--- src/rtl/core/planar_odometry_integrator_assert.svh ---
// Assertion macros for the planar odometry integrator RTL.
`ifndef PLANAR_ODOMETRY_INTEGRATOR_ASSERT_SVH
`define PLANAR_ODOMETRY_INTEGRATOR_ASSERT_SVH

// Checks a property on every rising clock edge outside reset.
`define POI_ASSERT(label, prop, msg) \
	label: assert property (@(posedge clk) disable iff (!arst_n) prop) \
		else $error(msg);

// Checks that a condition never holds outside reset.
`define POI_ASSERT_NEVER(label, cond, msg) \
	label: assert property (@(posedge clk) disable iff (!arst_n) !(cond)) \
		else $error(msg);

`endif

--- src/rtl/core/poi_pkg.sv ---
// Shared types, constants and the arctangent table of the odometry integrator.
`default_nettype none

package poi_pkg;

	localparam int LIN_W = 20;
	localparam int ANG_W = 19;
	localparam int DT_W = 20;
	localparam int Q_W = 16;
	localparam int TRIG_W = 34;
	localparam int ZANG_W = 33;
	localparam int ITER_W = 5;
	localparam int TAB_LEN = 24;
	localparam int STEP_W = 24;

	localparam logic signed [TRIG_W-1:0] CORDIC_GAIN = TRIG_W'(652032874);

	localparam logic [29:0] ATAN_TAB [TAB_LEN] = '{
		30'h20000000, 30'h12E4051E, 30'h09FB385B, 30'h051111D4, 30'h028B0D43, 30'h0145D7E1,
		30'h00A2F61E, 30'h00517C55, 30'h0028BE53, 30'h00145F2F, 30'h000A2F98, 30'h000517CC,
		30'h00028BE6, 30'h000145F3, 30'h0000A2FA, 30'h0000517D, 30'h000028BE, 30'h0000145F,
		30'h00000A30, 30'h00000518, 30'h0000028C, 30'h00000146, 30'h000000A3, 30'h00000051
	};

	typedef struct packed {
		logic load;
		logic trig_start;
		logic trig_half;
		logic mul1;
		logic mul2;
		logic upd;
		logic out_load;
	} cmd_t;

	typedef struct packed {
		logic trig_done;
	} sts_t;

endpackage

`default_nettype wire

--- src/rtl/core/poi_ctrl.sv ---
// Controller state machine that sequences one odometry update and the result handshake.
`default_nettype none
`include "planar_odometry_integrator_assert.svh"

module poi_ctrl (
	input  wire logic           clk,
	input  wire logic           arst_n,
	input  wire logic           s_tvalid,
	output logic                s_tready,
	output logic                m_tvalid,
	input  wire logic           m_tready,
	output poi_pkg::cmd_t       cmd,
	input  wire poi_pkg::sts_t  sts
);

	import poi_pkg::*;

	localparam logic [3:0] S_IDLE   = 4'd0;
	localparam logic [3:0] S_START1 = 4'd1;
	localparam logic [3:0] S_TRIG1  = 4'd2;
	localparam logic [3:0] S_MUL1   = 4'd3;
	localparam logic [3:0] S_MUL2   = 4'd4;
	localparam logic [3:0] S_UPD    = 4'd5;
	localparam logic [3:0] S_START2 = 4'd6;
	localparam logic [3:0] S_TRIG2  = 4'd7;
	localparam logic [3:0] S_OUT    = 4'd8;

	logic [3:0] state_q;
	logic [3:0] state_d;
	logic       m_tvalid_q;
	logic       trig_wait;

	always_comb begin
		state_d = state_q;
		cmd = '0;
		unique case (state_q)
			S_IDLE: begin
				if (s_tvalid) begin
					cmd.load = 1'b1;
					state_d = S_START1;
				end
			end
			S_START1: begin
				cmd.trig_start = 1'b1;
				state_d = S_TRIG1;
			end
			S_TRIG1: begin
				if (sts.trig_done) begin
					state_d = S_MUL1;
				end
			end
			S_MUL1: begin
				cmd.mul1 = 1'b1;
				state_d = S_MUL2;
			end
			S_MUL2: begin
				cmd.mul2 = 1'b1;
				state_d = S_UPD;
			end
			S_UPD: begin
				cmd.upd = 1'b1;
				state_d = S_START2;
			end
			S_START2: begin
				cmd.trig_start = 1'b1;
				cmd.trig_half = 1'b1;
				state_d = S_TRIG2;
			end
			S_TRIG2: begin
				cmd.trig_half = 1'b1;
				if (sts.trig_done) begin
					state_d = S_OUT;
				end
			end
			S_OUT: begin
				cmd.trig_half = 1'b1;
				if (!m_tvalid_q || m_tready) begin
					cmd.out_load = 1'b1;
					state_d = S_IDLE;
				end
			end
			default: begin
				state_d = S_IDLE;
			end
		endcase
	end

	always_ff @(posedge clk or negedge arst_n) begin
		if (!arst_n) begin
			state_q <= S_IDLE;
			m_tvalid_q <= 1'b0;
		end else begin
			state_q <= state_d;
			if (cmd.out_load) begin
				m_tvalid_q <= 1'b1;
			end else if (m_tready) begin
				m_tvalid_q <= 1'b0;
			end
		end
	end

	assign s_tready = (state_q == S_IDLE);
	assign m_tvalid = m_tvalid_q;
	assign trig_wait = (state_q == S_TRIG1) || (state_q == S_TRIG2);

	`POI_ASSERT(a_out_free, cmd.out_load |-> (!m_tvalid_q || m_tready), "result overwritten")
	`POI_ASSERT(a_done_wait, sts.trig_done |-> trig_wait, "trig done out of turn")
	`POI_ASSERT(a_accept_start, (s_tvalid && s_tready) |=> (state_q == S_START1), "accept did not start")
	`POI_ASSERT_NEVER(a_start_busy, cmd.trig_start && trig_wait, "restart while busy")

endmodule

`default_nettype wire

--- config.mk ---
export PLATFORM = sky130hd
export DESIGN_NAME = poi_ctrl
export DESIGN_NICKNAME = d
export VERILOG_FILES = /design/src/rtl/core/poi_pkg.sv /design/src/rtl/core/poi_ctrl.sv
export VERILOG_INCLUDE_DIRS = /design/src /design/src/rtl/core
export SDC_FILE = /design/constraint.sdc
export NUM_CORES = 1
export LEC_CHECK = 0
export BUFFER_PORTS_ARGS = -buffer_cell sky130_fd_sc_hd__clkbuf_2
export CORE_AREA = 2 2 39 41
export CTS_CLUSTER_DIAMETER = 150
export DETAILED_ROUTE_END_ITERATION = 16
export DIE_AREA = 0 0 41 43
export PLACE_DENSITY = 0.53
export SLEW_MARGIN = 20
export SYNTH_ARGS = -nofsm -noshare
export SYNTH_HDL_FRONTEND = slang
export SYNTH_SLANG_ARGS = --single-unit
export TNS_END_PERCENT = 50
--- constraint.sdc ---
create_clock -name clk -period 1.4 [get_ports clk]
set_input_delay 0 -clock clk [delete_from_list [all_inputs] [get_ports clk]]
set_output_delay 0 -clock clk [all_outputs]
set_load 0.005 [all_outputs]
## After elaboration in Yosys (flattened, before gate mapping)

Index checks and enable logic that the tools add are counted.

- Eq/ne operators: 12
- Mux-type cells: 16
- Reduce and logical (&&, ||, !) cells: 7

Operator list:

| kind | number |
|---|---|
| one-hot mux 4 bit (9 select lines) | 1 |
| equality test 4 x 3 -> 1 bit (second input constant) | 4 |
| 2-to-1 mux 4 bit | 4 |
| 2-to-1 mux 1 bit | 11 |
| equality test 4 x 2 -> 1 bit (second input constant) | 2 |
| != test 2 bit (second input constant) | 4 |
| equality test 4 x 1 -> 1 bit (second input constant) | 1 |
| equality test 4 bit (second input constant) | 1 |
| zero test 4 bit | 1 |
| AND reduction 4 bit | 1 |
| OR reduction 3 bit | 1 |
| nonzero test 2 bit | 1 |
| OR reduction 2 bit | 1 |
| zero test 1 bit | 1 |
| logical OR 1 bit | 1 |

- Flip-flop bits (word level): 5
- Input port bits: 5
- Output and inout port bits: 9

## Logic depth before layout (Yosys ltp)

Gate-level depths: netlist of the first run.

- Word-level depth: 5
- Mapped depth: 3

## Worst setup path after synthesis of the first run

No wires, ideal clock.

- Path kind: reg2out
- From: reg state_q[1]
- To: out cmd[5] (netlist name)
- Arrival: 1.070 ns
- Required time: 1.400 ns
- Slack: 0.330 ns
- Cell stages (with the launch flop): 4
- Path through: dfrtp_1 > buf_2 > or3b_1 > a21oi_1

RTL lines:

| what | RTL line | source |
|---|---|---|
| start, declared | poi_ctrl.sv:28 | `logic [3:0] state_q;` |
| start signal, assigned | poi_ctrl.sv:93 | `state_q <= state_d;` |
| end, declared | poi_ctrl.sv:12 | `output poi_pkg::cmd_t cmd,` |

==> results of run 1 <==
-- cell families after synthesis --
group / count (synthesis) / share of synthesized area (%)
flops: 5 / 37.3
compound gates: 8 / 18.3
buf+inv: 3 / 4.48
simple gates: 18 / 39.9
-- worst register-to-register path, stage by stage (launching register included) --
cell and delay [ps]:
dfrtp_2 450, buf_4 160, o21ba_1 170, o221a_2 230
-- power breakdown --
| group | leakage [nW] | internal [mW] | switching, mW |
|---|---|---|---|
| combinational | 0.175 | 0.331 | 0.221 |
| sequential | 0.0574 | 0.211 | 0.129 |
| clock | 0.0150 | 0.108 | 0.0601 |
| total | 0.247 | 0.650 | 0.410 |
-- flip-flops by register name, summed over array words and instances (netlist names) --
name,cells
m_tvalid,1
state_q,4
-- layout by cell type, fill, tap and decap left out, drive strengths merged --
cell type,synthesis,routed
nor4b,1,1
or2,1,1
nor3,1,1
nor2b,3,3
or3b,1,1
a32o,1,1
nor2,1,1
clkbuf,0,18
and2,3,3
o221a,1,1
nor3b,1,1
buf,3,6
dlygate4sd3,0,1
and3b,1,1
a21oi,3,3
nand2b,2,2
dfrtp,5,5
and4,1,1
nand3b,1,1
a211oi,1,1
o21ba,1,1
nor4,1,1
a21o,1,1
-- path summary, 6_finish.rpt --
check / startpoint / to / slack (ps) / cells after the start
max in group asynchronous: arst_n / state_q[3] / 1140 / 2
worst min-delay path: sts / state_q[3] / 90 / 2
worst max register to register: state_q[2] / state_q[0] / 270 / 3
min in group asynchronous: arst_n / state_q[1] / 110 / 2
worst min register to register: state_q[3] / state_q[1] / 550 / 1
worst max-delay path: state_q[2] / cmd[5] / 60 / 3
-- synthesized netlist by cell type (all sizes together) --
| master | n | area share (%) |
|---|---|---|
| a211oi | 1 | 2.2 |
| a21o | 1 | 2.2 |
| a21oi | 3 | 4.5 |
| a32o | 1 | 3.0 |
| and2 | 3 | 5.6 |
| and3b | 1 | 2.6 |
| and4 | 1 | 2.6 |
| buf | 3 | 4.5 |
| dfrtp | 5 | 37 |
| nand2b | 2 | 3.7 |
| nand3b | 1 | 2.2 |
| nor2 | 1 | 1.1 |
| nor2b | 3 | 5.6 |
| nor3 | 1 | 1.5 |
| nor3b | 1 | 2.2 |
| nor4 | 1 | 3.7 |
| nor4b | 1 | 4.5 |
| o21ba | 1 | 3.0 |
| o221a | 1 | 3.4 |
| or2 | 1 | 1.9 |
| or3b | 1 | 2.6 |
-- layout make-up --
type                    instances  area [um^2]  area share (%)
repair buffers                 21          123            24.1
flip-flops and latches          5          130            25.6
clock buffers                   4         26.3            5.16
well taps                      16         20.0            3.93
multi-input cells              26          210            41.3
-- through the flow --
stage	power, mW	util [%]	hold WS (ps)	instances
2_1_floorplan	0.599	-	-296	34
3_3_place_gp	0.718	29.3	-175	60
3_5_place_dp	0.712	29.3	-178	60
4_1_cts	0.944	33.4	84.1	66
5_1_grt	1.15	36.8	95.8	72
6_report	1.06	36.8	94.0	72
-- what timing repair did --
item / in CTS / in global routing
endpoints found under the hold margin: 5 / 0
cloned: 0 / 0
setup buffers: 1 / 6
pin swaps: 0 / 3
endpoints found under the setup margin: 3 / 2
hold buffers: 1 / 0
resized for setup: 4 / 4
-- per-layer routing --
layer,GRT usage [%],share of wire (%),up-vias
met4,10.0,0,0
met3,1.57,2.9,0
li1,-,-,168
met2,14.1,51,7
met5,0,0,-
met1,14.0,46,163
==> qor.csv, run 1 <==
metric,value,unit
antenna_found_initial,0,
syn_area_per_cell,9.86,um^2
cpMaxStageDelayCell,dfrtp_2,
ir_drop,731,uV
tns,0,ps
grt_max_degree,12,
cts_num_sinks,5,
fp.dieH,43,um
synth_cell_types,21,
status,completed,
fin_crit_sh,95.5,%
synth_cells,34,
worstMarginPinSlew,252,ps
relSlewSlack,83.1,%
hold_viol_final,0,
synth_warnings,0,
place_area,405,um^2
layout-drive-gt1-share,57.1,%
crit_buf_inv,1,
crit_path_start_kind,flip-flop,
drt_pass1_iterations,3,
syn_area,335,um^2
report.final.slew_viol_count,0,
gp_congestion,0.699,
criticalPathCategory,reg2out,
grt_pass1_vias,299,
finalCriticalPeriod,1340,ps
powerDensity,2080,nW/um^2
grt_pass1_wl,1.24,mm
clock.fmax,748,MHz
postLayoutCellArea,509,um^2
initialDrtViolationCount,4,
start_util,24.2,%
rows,14,
maxCapViolCount,0,
critical-path-top-delay-family,flip-flops,
nFillCells,148,
area_delta_synth_final,51.9,%
hpwl,502,um
clkLatencyLatePin,240,ps
final_net_count,62,
fin_ws,63.1,ps
drtAntennaViolNets,0,
antenna_cells,0,
worst_ep_required_time,1400,ps
max_stage_delay,450,ps
numCtsBuffers,3,
cts_tree,built,
synth-seq-area-share,37.3,%
port_buffers,13,
setup.worst_path.end_class,output pin,
clkTransAtPathRegs,40,ps
ctsLongestPathBuffers,2,
critical_path.cell_chain,or3b_4 > a21oi_2 > buf_2,
root_buffer,clkbuf_4,
vias,338,
critPathMaxFanout,6,
htree_levels,1,
wirelength,850,um
setup_viol,0,
hold_class,in2reg,
drc,0,
pin_count,14,
core-area,1380,um^2
die-area,1760,um^2
ys_ff_latch,5,
track_usage,10.7,%
wl_per_cell,11.8,um
synth_nets,39,
routed_via_density,4.69,
worstPathArrival,1340,ps
die_w,41,um
overflow,0,
dp_slack,186,ps
finalClockSkew,3.34,ps
leakagePower,0.247,nW
No activity file was read; power rests on OpenSTA's default activity.
==> run 2, diff against run 1 <==
Settings changed: SETUP_SLACK_MARGIN set to 0.5, SLEW_MARGIN 20 to 15.
==> run 2 against run 1 <==
Compared with the run above: cell area grew 1.7%; cell count shrank 2.8%; global-route usage grew 0.81 points; combinational power grew 3%; sequential share of layout area shrank 0.43 points; setup slack gained 4.5 ps; power grew 2.4%; first-iteration DRC count is the same; clock skew grew 2.3 ps; flip-flop and latch count is the same; clock power is essentially flat; wire length shrank 7.6%.
==> qor.csv, run 2 (synthesized netlist as in run 1, its figures left out) <==
metric,value,unit
status,completed,
track_usage,11.5,%
dp_slack,183,ps
area_delta_synth_final,54.5,%
regMostFlops,state_q,
gp_congestion,0.675,
overflow,0,
die_w,41,um
critical-path-top-delay-family,flip-flops,
start_util,24.2,%
r2r_end,state_q[3],
nFillCells,152,
fp.dieH,43,um
port_buffers,13,
root_buffer,clkbuf_4,
pin_count,14,
final_cell_mix,"clkbuf_2, buf_4, dfrtp_2",
setup_viol,0,
layout-drive-gt1-share,61.1,%
final_cells,70,
max_stage_delay,460,ps
grt_pass1_vias,294,
leakagePower,0.246,nW
largest_register_ffs,4,
clkTransAtPathRegs,50,ps
met3_usage,7.85,%
reg2regPathDepth,3,
antenna_cells,0,
worstHoldStart,sts,
grt_busiest_layer,met2,
postLayoutCellArea,518,um^2
cpMaxStageDelayCell,dfrtp_2,
grt_max_degree,11,
grt.met2_usage,15.3,%
maxCapViolCount,0,
finalClockSkew,5.62,ps
grt_pass1_wl,1.32,mm
die-area,1760,um^2
powerDensity,2100,nW/um^2
r2r-start,state_q[2],
numCtsBuffers,3,
worst_ep_required_time,1400,ps
final_net_count,60,
relSlewSlack,82.3,%
report.final.slew_viol_count,0,
finalCriticalPeriod,1330,ps
fin_crit_sh,95.2,%
whs_endpoint,state_q[3],
crit_buf_inv,1,
fin_ws,67.6,ps
dpl.cell_count,60,
drc,0,
vias,332,
drt_pass1_iterations,4,
rrSetupSlack,250,ps
clkLatencyLatePin,250,ps
core-area,1380,um^2
routed_via_density,4.74,
clock.fmax,751,MHz
critPathMaxFanout,7,
ir_drop,822,uV
p_total,1.09,mW
holdPathStages,2,
wl_per_cell,11.2,um
hpwl,502,um
antenna_found_initial,0,
place_area,417,um^2
cts_num_sinks,5,
ctsLongestPathBuffers,2,
criticalPathCategory,reg2out,
htree_levels,1,
critical_path.cell_chain,or3b_1 > a21oi_2 > buf_2,
initialDrtViolationCount,4,
wirelength,785,um
hold_class,in2reg,
cts_tree,built,
rsz0062_at_grt,yes,
worstPathArrival,1330,ps
rows,14,
layout_commonest_cell,clkbuf_2,
use_met1,14.3,%
worstMarginPinSlew,264,ps
hold_viol_final,0,
drtAntennaViolNets,0,
setup.worst_path.end_class,output pin,
crit_path_start_kind,flip-flop,
[run 2: routing by layer]
layer | vias to the layer above | wire, um
met3 | 5 | 46
li1 | 163 | -
met1 | 155 | 307
met5 | - | 0
met2 | 9 | 404
met4 | 0 | 26
[run 2: how the worst max path moves through the flow]
stage | cells past startpoint | endpoint | slack [ps] | startpoint
2_1_floorplan | 3 | cmd[5] | 380 | state_q[2]
3_3_place_gp | 3 | cmd[0] | 220 | state_q[1]
3_5_place_dp | 3 | cmd[0] | 180 | state_q[1]
4_1_cts | 3 | cmd[0] | 60 | state_q[0]
5_1_grt | 3 | cmd[5] | -7 | state_q[0]
6_report | 3 | cmd[5] | 70 | state_q[2]
[run 2: through the flow]
step,hold slack [ps],TNS (ps),utilization (%)
floorplan,-296,0,-
global placement,-175,0,30.1
detailed placement,-178,0,30.1
CTS,98.6,0,35.9
global route,93.7,-6.90,37.4
finish,94.2,0,37.4
[run 2: power breakdown]
part	switching [mW]	internal, mW	total (mW)
Combinational	0.218	0.348	0.566
Clock	0.0612	0.108	0.169
Sequential	0.140	0.211	0.351
Total	0.419	0.667	1.09
[run 2: area by class of cell]
| type | count | area (um^2) | share of cell area [%] |
|---|---|---|---|
| Clock buffer | 4 | 26.3 | 5.07 |
| Multi-Input combinational cell | 26 | 225 | 43.5 |
| Sequential cell | 5 | 130 | 25.1 |
| Tap cell | 16 | 20.0 | 3.86 |
| Timing Repair Buffer | 19 | 116 | 22.5 |
[run 2: repair_timing]
item,CTS,global route
setup buffers,4,1
hold buffers,1,0
pin swaps,2,5
resized for setup,5,7
endpoints found under the hold margin,5,0
endpoints found under the setup margin,13,13
